<file path="config.mk">
export PLATFORM = sky130hd
export DESIGN_NAME = bounding_box_extent_unit
export DESIGN_NICKNAME = d
export VERILOG_FILES = /design/src/sv/bbe_pkg.sv /design/src/sv/bounding_box_extent_unit.sv /design/src/sv/bbe_minmax.sv /design/src/sv/bbe_isqrt.sv
export SDC_FILE = /design/constraint.sdc
export NUM_CORES = 2
export LEC_CHECK = 0
export BUFFER_PORTS_ARGS = -buffer_cell sky130_fd_sc_hd__buf_4
export CAP_MARGIN = 20
export CORE_ASPECT_RATIO = 1.4
export CORE_MARGIN = 5
export CORE_UTILIZATION = 40
export DETAILED_ROUTE_END_ITERATION = 10
export SLEW_MARGIN = 10
export SYNTH_ARGS = -nofsm -noshare
export SYNTH_HDL_FRONTEND = slang
export SYNTH_SLANG_ARGS = --single-unit
</file>
<file path="constraint.sdc">
create_clock -name aclk -period 17.65 [get_ports aclk]
set_clock_uncertainty 0.2 [all_clocks]
set_input_delay 0.8825 -clock aclk [delete_from_list [all_inputs] [get_ports aclk]]
set_output_delay 0.8825 -clock aclk [all_outputs]
set_load 0.02 [all_outputs]
</file>
<file path="src/sv/bbe_pkg.sv">
// Shared constants and types for the bounding box extent unit.
`default_nettype none

package bbe_pkg;

    localparam int COORD_BITS_DEF = 32;   // default coordinate width
    localparam int FIELD_W        = 32;   // width of each coordinate field on the ports
    localparam int DIAG_W         = 33;   // width of the diagonal result
    localparam int IN_TDATA_W     = 3 * FIELD_W;
    localparam int OUT_FIELDS_W   = 11 * FIELD_W + DIAG_W;
    localparam int OUT_TDATA_W    = ((OUT_FIELDS_W + 7) / 8) * 8;
    localparam int OUT_PAD_W      = OUT_TDATA_W - OUT_FIELDS_W;

    // status of the iterative square root unit
    typedef struct packed {
        logic busy;
        logic done;
    } sqrt_stat_t;

endpackage : bbe_pkg

`default_nettype wire

</file>
<file path="src/sv/bounding_box_extent_unit.sv">
// Top level of the bounding box extent unit: sequencer, shared multiplier and result register.
//
// Input stream: s_tdata carries vertex_x, vertex_y, vertex_z (low 32 bits first), each a
// signed Q16.16 value of which the low COORD_BITS bits are used, sign-extended. s_tlast
// marks the final vertex of a set. A transaction completes when s_tvalid and s_tready are high.
// Result stream: one transaction per set on m_tdata, emitted after its last vertex: box
// corners, axis extents, largest extents and the diagonal, packed as listed at the port.
// A vertex that is not last is folded into the running minima and maxima and s_tready
// stays high. A last vertex forms the extents, squares and sums them through the single
// multiplier, starts the square root, runs its COORD_BITS + 1 root-bit steps, then
// finishes and loads the result register; s_tready is low over that time. The root
// unit's recurrence produces one root bit per cycle.
// A finished result waits in the output register while the next set streams in; if it
// is still untaken when the next set finishes, the sequencer holds there until m_tready.
// Reset (aresetn low, synchronous) seeds the running minima at the most positive value,
// the maxima at the most negative, and empties the result register.
`default_nettype none

module bounding_box_extent_unit
    import bbe_pkg::*;
#(
    parameter int COORD_BITS = COORD_BITS_DEF
) (
    input  wire logic                   aclk,
    input  wire logic                   aresetn,
    input  wire logic                   s_tvalid,
    output logic                        s_tready,
    // vertex_x [31:0], vertex_y [63:32], vertex_z [95:64]
    input  wire logic [IN_TDATA_W-1:0]  s_tdata,
    input  wire logic                   s_tlast,
    output logic                        m_tvalid,
    input  wire logic                   m_tready,
    // box_min_x, box_min_y, box_min_z, box_max_x, box_max_y, box_max_z, extent_x, extent_y,
    // extent_z, largest_extent_all, largest_extent_xz (32 bits each from bit 0),
    // diagonal_length [384:352], zero fill [391:385]
    output logic [OUT_TDATA_W-1:0]      m_tdata
);

    localparam int RAD_W  = 2 * COORD_BITS + 2;
    localparam int PROD_W = 2 * COORD_BITS;

    typedef enum logic [6:0] {
        ST_IDLE  = 7'b0000001,
        ST_EXT   = 7'b0000010,
        ST_MUL   = 7'b0000100,
        ST_ACC   = 7'b0001000,
        ST_START = 7'b0010000,
        ST_ROOT  = 7'b0100000,
        ST_OUT   = 7'b1000000
    } state_t;

    state_t state_reg, state_next;

    logic                         s_accept;
    logic signed [COORD_BITS-1:0] vtx     [3];
    logic signed [COORD_BITS-1:0] cap_min [3];
    logic signed [COORD_BITS-1:0] cap_max [3];

    logic [1:0]            cnt_reg;
    logic [COORD_BITS-1:0] ext_reg [3];
    logic [COORD_BITS-1:0] xz_reg;
    logic [COORD_BITS-1:0] all_reg;
    logic [PROD_W-1:0]     prod_reg;
    logic [RAD_W-1:0]      acc_reg;
    logic [COORD_BITS-1:0] mul_op;

    sqrt_stat_t            sq_stat;
    logic [COORD_BITS:0]   sq_root;
    logic                  sq_start;

    logic                  out_load;
    logic                  m_tvalid_reg;
    logic [OUT_TDATA_W-1:0] m_tdata_reg;

    assign s_tready = (state_reg == ST_IDLE);
    assign s_accept = s_tvalid && s_tready;

    always_comb begin
        for (int i = 0; i < 3; i++) begin
            vtx[i] = s_tdata[i*FIELD_W +: COORD_BITS];
        end
    end

    bbe_minmax #(
        .COORD_BITS (COORD_BITS)
    ) u_minmax (
        .aclk    (aclk),
        .aresetn (aresetn),
        .accept  (s_accept),
        .last    (s_tlast),
        .vtx     (vtx),
        .cap_min (cap_min),
        .cap_max (cap_max)
    );

    bbe_isqrt #(
        .COORD_BITS (COORD_BITS)
    ) u_isqrt (
        .aclk     (aclk),
        .aresetn  (aresetn),
        .start    (sq_start),
        .radicand (acc_reg),
        .stat     (sq_stat),
        .root     (sq_root)
    );

    assign sq_start = (state_reg == ST_START);
    assign out_load = (state_reg == ST_OUT) && (!m_tvalid_reg || m_tready);
    assign mul_op   = ext_reg[cnt_reg];

    always_comb begin
        state_next = state_reg;
        case (state_reg)
            ST_IDLE:  if (s_accept && s_tlast) state_next = ST_EXT;
            ST_EXT:   state_next = ST_MUL;
            ST_MUL:   state_next = ST_ACC;
            ST_ACC:   state_next = (cnt_reg == 2'd2) ? ST_START : ST_MUL;
            ST_START: state_next = ST_ROOT;
            ST_ROOT:  if (sq_stat.done) state_next = ST_OUT;
            ST_OUT:   if (out_load) state_next = ST_IDLE;
            default:  state_next = ST_IDLE;
        endcase
    end

    always_ff @(posedge aclk) begin
        if (!aresetn) begin
            state_reg    <= ST_IDLE;
            cnt_reg      <= '0;
            m_tvalid_reg <= 1'b0;
        end else begin
            state_reg <= state_next;
            if (state_reg == ST_EXT) begin
                cnt_reg <= '0;
            end else if (state_reg == ST_ACC) begin
                cnt_reg <= cnt_reg + 2'd1;
            end
            if (out_load) begin
                m_tvalid_reg <= 1'b1;
            end else if (m_tready) begin
                m_tvalid_reg <= 1'b0;
            end
        end
    end

    // datapath: extents, shared squarer, sum of squares
    always_ff @(posedge aclk) begin
        case (state_reg)
            ST_EXT: begin
                for (int i = 0; i < 3; i++) begin
                    ext_reg[i] <= COORD_BITS'(cap_max[i] - cap_min[i]);
                end
                acc_reg <= '0;
            end
            ST_MUL: begin
                prod_reg <= PROD_W'(mul_op) * PROD_W'(mul_op);
                // largest extents ride along the squaring steps
                if (cnt_reg == 2'd0) begin
                    xz_reg <= (ext_reg[0] > ext_reg[2]) ? ext_reg[0] : ext_reg[2];
                end
                if (cnt_reg == 2'd1) begin
                    all_reg <= (xz_reg > ext_reg[1]) ? xz_reg : ext_reg[1];
                end
            end
            ST_ACC: begin
                acc_reg <= acc_reg + RAD_W'(prod_reg);
            end
            default: begin
            end
        endcase
    end

    always_ff @(posedge aclk) begin
        if (out_load) begin
            m_tdata_reg <= {
                {OUT_PAD_W{1'b0}},
                DIAG_W'(sq_root),
                FIELD_W'(xz_reg),
                FIELD_W'(all_reg),
                FIELD_W'(ext_reg[2]),
                FIELD_W'(ext_reg[1]),
                FIELD_W'(ext_reg[0]),
                FIELD_W'(cap_max[2]),
                FIELD_W'(cap_max[1]),
                FIELD_W'(cap_max[0]),
                FIELD_W'(cap_min[2]),
                FIELD_W'(cap_min[1]),
                FIELD_W'(cap_min[0])
            };
        end
    end

    assign m_tvalid = m_tvalid_reg;
    assign m_tdata  = m_tdata_reg;

endmodule : bounding_box_extent_unit

`default_nettype wire

</file>
<file path="src/sv/bbe_minmax.sv">
// Running per-axis minimum and maximum, captured and reset at the end of each set.
`default_nettype none

module bbe_minmax
    import bbe_pkg::*;
#(
    parameter int COORD_BITS = COORD_BITS_DEF
) (
    input  wire logic                         aclk,
    input  wire logic                         aresetn,
    input  wire logic                         accept,
    input  wire logic                         last,
    input  wire logic signed [COORD_BITS-1:0] vtx     [3],
    output logic signed      [COORD_BITS-1:0] cap_min [3],
    output logic signed      [COORD_BITS-1:0] cap_max [3]
);

    localparam logic signed [COORD_BITS-1:0] C_HI = {1'b0, {(COORD_BITS-1){1'b1}}};
    localparam logic signed [COORD_BITS-1:0] C_LO = {1'b1, {(COORD_BITS-1){1'b0}}};

    logic signed [COORD_BITS-1:0] min_reg [3];
    logic signed [COORD_BITS-1:0] max_reg [3];
    logic signed [COORD_BITS-1:0] min_next [3];
    logic signed [COORD_BITS-1:0] max_next [3];

    always_comb begin
        for (int i = 0; i < 3; i++) begin
            min_next[i] = (vtx[i] < min_reg[i]) ? vtx[i] : min_reg[i];
            max_next[i] = (vtx[i] > max_reg[i]) ? vtx[i] : max_reg[i];
        end
    end

    always_ff @(posedge aclk) begin
        if (!aresetn) begin
            for (int i = 0; i < 3; i++) begin
                min_reg[i] <= C_HI;
                max_reg[i] <= C_LO;
            end
        end else if (accept) begin
            for (int i = 0; i < 3; i++) begin
                // the last vertex of a set returns the running state to its seeds
                min_reg[i] <= last ? C_HI : min_next[i];
                max_reg[i] <= last ? C_LO : max_next[i];
            end
        end
    end

    always_ff @(posedge aclk) begin
        if (accept && last) begin
            for (int i = 0; i < 3; i++) begin
                cap_min[i] <= min_next[i];
                cap_max[i] <= max_next[i];
            end
        end
    end

endmodule : bbe_minmax

`default_nettype wire

</file>
<file path="src/sv/bbe_isqrt.sv">
// Iterative integer square root, one result bit per cycle.
`default_nettype none

module bbe_isqrt
    import bbe_pkg::*;
#(
    parameter int COORD_BITS = COORD_BITS_DEF
) (
    input  wire logic                      aclk,
    input  wire logic                      aresetn,
    input  wire logic                      start,
    input  wire logic [2*COORD_BITS+1:0]   radicand,
    output sqrt_stat_t                     stat,
    output logic      [COORD_BITS:0]       root
);

    localparam int RAD_W  = 2 * COORD_BITS + 2;
    localparam int ROOT_W = COORD_BITS + 1;
    localparam int REM_W  = ROOT_W + 2;
    localparam int STEP_W = $clog2(ROOT_W + 1);

    logic [RAD_W-1:0]  rad_reg;
    logic [REM_W-1:0]  rem_reg;
    logic [ROOT_W-1:0] root_reg;
    logic [STEP_W-1:0] step_reg;
    logic              busy_reg;
    logic              done_reg;

    logic [REM_W-1:0]  rem_sh;
    logic [REM_W-1:0]  trial;
    logic              fits;

    // bring down the next pair of radicand bits and try root*4+1
    assign rem_sh = {rem_reg[REM_W-3:0], rad_reg[RAD_W-1 -: 2]};
    assign trial  = {root_reg, 2'b01};
    assign fits   = (rem_sh >= trial);

    always_ff @(posedge aclk) begin
        if (!aresetn) begin
            busy_reg <= 1'b0;
            done_reg <= 1'b0;
            step_reg <= '0;
        end else begin
            done_reg <= 1'b0;
            if (start) begin
                busy_reg <= 1'b1;
                step_reg <= STEP_W'(ROOT_W);
            end else if (busy_reg) begin
                step_reg <= step_reg - STEP_W'(1);
                if (step_reg == STEP_W'(1)) begin
                    busy_reg <= 1'b0;
                    done_reg <= 1'b1;
                end
            end
        end
    end

    always_ff @(posedge aclk) begin
        if (start) begin
            rad_reg  <= radicand;
            rem_reg  <= '0;
            root_reg <= '0;
        end else if (busy_reg) begin
            rad_reg  <= {rad_reg[RAD_W-3:0], 2'b00};
            rem_reg  <= fits ? (rem_sh - trial) : rem_sh;
            root_reg <= {root_reg[ROOT_W-2:0], fits};
        end
    end

    assign stat.busy = busy_reg;
    assign stat.done = done_reg;
    assign root      = root_reg;

endmodule : bbe_isqrt

`default_nettype wire
</file>
==> metrics.txt <==
post-CTS sizing=0; routed wire length=266000 µm; Post-Route Setup TNS=0 ns; DRC viols=0; core area=220000 µm²; Synth warnings=0; FMAX=93.0 MHz; max reg flops=385; Worst path slowest cell=o41ai_1; Antenna Nets Post-Route=0; RSZ-0062 raised after global routing=no; Static Leak=44.4 nW; Max VDD drop=178 µV; RePlAce Congestion=0.945; R2R Setup Slk=6.90 ns; share of post-route cells with drive strength above 1=0.130; Die H=566 µm; antenna violations before repair=11; via count of the first global-routing pass=64200; slack of the critical path=6.90 ns; crit path DAT=11.02 ns; cts hold-fix bufs=0; Worst Hold Depth=0; Setup violations, final=0; Critical Path RT=17.92 ns; Mapped Cells=7902; CP max stage delay=0.83 ns; actual slew at the worst max-slew pin=1.24 ns; Port Buf Inserts=487; RR Endpoint=prod_reg[62]; CP endpoint kind=register; EDFF count, synth=1124; clock net sink count=1210; max-capacitance violation count=0; syn avg cell area=11.2 µm²; Worst Reg-to-Reg Cells=27; Final nets=10000; clock transition at the registers of the reported paths=0.07 ns; Synth async-reset ratio=0; Syn-to-layout area delta=13.0%; first-pass GRT wire length=397000 µm; mapped cell area=88300 µm²; crit path time final=10.75 ns; clock buffer count from CTS=119; H-tree depth reported by CTS=3; register bit total from synthesis=1210; post-synthesis cell type count=86; Main synth FF type=edfxtp_1; vias per cell=5.24; DRT Pass-1 Iters=9; Critical Path Source Type=register; placed wire-length estimate=207000 µm; dpl ws=7.20 ns; final worst-path cycle share=0.609; vias post-DR=59600; sequential fraction of the synthesis area=0.402; 1st-iter DRT viols=4070; site row count=204; GRT Residual Overflow=0; maximum clock path buffer count=3; width of the die=407 µm; outcome=finished clean; GRT Overall Usage=0.229; Crit Path Class=reg -> reg; Worst-Skew Late Latency=0.79 ns; Util after Layout=0.453; die area=230000 µm²; CP max FO=32; Pwr Density=114 nW/µm²; clock root buffer master=clkbuf_16; most frequent CP cell=fa_1; DR WL/cell=23.4 µm; CTS tree=yes; Starting Density=0.401; I/O pins=495; crit path to=prod_reg[62]; relative slew slack=0.167; largest net degree at the start of global routing=141; final slew viol count=0; Fin. Hold Viols=0; Post-CTS Setup Bufs=0; min-delay worst type=reg -> reg
-- cell type report --
cell class / count / area, µm²
clock buffer: 136 / 3130
fill: 20300 / 121000
tap: 2884 / 3610
timing repair buffer: 587 / 4420
inverter: 1420 / 5330
multi-input combinational: 5036 / 46700
clock inverter: 91 / 1090
antenna: 9 / 22.5
sequential: 1210 / 35500
-- power by group --
part	internal (W)	leakage, nW	switching [W]
combinational	0.00210	31.6	0.00307
sequential	0.00345	10.7	0.0000424
clock	0.00154	2.07	0.00121
-- cells in the final DEF (no fill, tap or decap), drive strengths merged, types with 53 or more instances in the layout --
cell type  netlist  layout
nand2b         132     132
inv           1413    1418
o21ai          193     193
edfxtp        1124    1124
xnor2          181     181
o21a            72      72
nand2          626     626
xor2            95      95
fa             794     794
dfxtp           86      86
nor2           588     588
a211oi          53      53
clkinv           7      71
mux2           256     256
nand4           91      91
a21o           227     227
buf             49     587
clkbuf         193     136
a21oi          305     305
and2           116     116
ha             739     739
mux2i           80      80
-- through the flow --
step                std cells  cell area (µm²)  hold slack, ns  power [W]
CTS                     11400            99700           0.189     0.0114
global placement        11100            95500           0.201    0.00858
global route            11400            99700           0.214     0.0122
finish                  11400            99800           0.222     0.0114
detailed placement      11100            95500           0.207    0.00865
floorplan                7908            88300           0.200    0.00730
-- worst max-delay path: cells and delay by family, from the launching register on --
kind,cells,cell delay (ns)
buffers and inverters,6,1.67
multiplexers,1,0.25
AND/OR/NAND/NOR,4,1.33
flip-flops,1,0.32
adder cells (fa/ha/maj),9,4.33
XOR/XNOR,1,0.16
AO/OA/AOI/OAI,6,2.12
-- synth_stat cells, types with 46 or more instances --
cell | n | share of area
o21ai_0 | 170 | 0.0096
and2_1 | 116 | 0.0082
fa_1 | 794 | 0.18
clkbuf_1 | 193 | 0.0082
dfxtp_1 | 86 | 0.019
inv_1 | 1413 | 0.060
nor3_1 | 49 | 0.0028
edfxtp_1 | 1124 | 0.38
ha_1 | 739 | 0.10
nand4_1 | 91 | 0.0064
nand2b_1 | 132 | 0.0094
xor2_1 | 95 | 0.0094
nand2_1 | 626 | 0.027
o21bai_1 | 49 | 0.0042
a21o_1 | 227 | 0.019
nand3_1 | 46 | 0.0026
a211oi_1 | 52 | 0.0044
o21a_1 | 72 | 0.0061
mux2_2 | 256 | 0.033
mux2i_1 | 80 | 0.0091
a21oi_1 | 303 | 0.017
nor2_1 | 588 | 0.025
xnor2_1 | 181 | 0.018
-- cell families (layout without fill, tap and decap cells) --
kind of cell               count (synthesis)  count (layout)  synth area share
xor gates and xnor gates                 276             276            0.0274
adders and majority gates               1533            1533             0.285
other                                      1              16         0.0000425
buffers and inverters                   1662            2234            0.0711
and+or+nand+nor                         1789            1789            0.0919
AOI/OAI and AO/OA                       1095            1095            0.0813
muxes                                    336             336            0.0417
DFF                                     1210            1210             0.402
-- worst min path at each step --
stage	from	to
floorplan	all_reg[0]	m_tdata[288]
global placement	all_reg[27]	m_tdata[315]
detailed placement	all_reg[15]	m_tdata[303]
CTS	s_tdata[57]	u_minmax.cap_min[57]
global route	s_tdata[63]	u_minmax.cap_min[63]
finish	all_reg[15]	m_tdata[303]
-- routing by layer --
layer / share of wire / global-route usage / vias up
li1: - / - / 27300
met1: 0.37 / 0.256 / 29900
met2: 0.49 / 0.399 / 1893
met3: 0.092 / 0.0757 / 558
met4: 0.049 / 0.0936 / 12
met5: 0.00027 / 0 / -
Note: power is estimated with default switching activity, not from simulation.
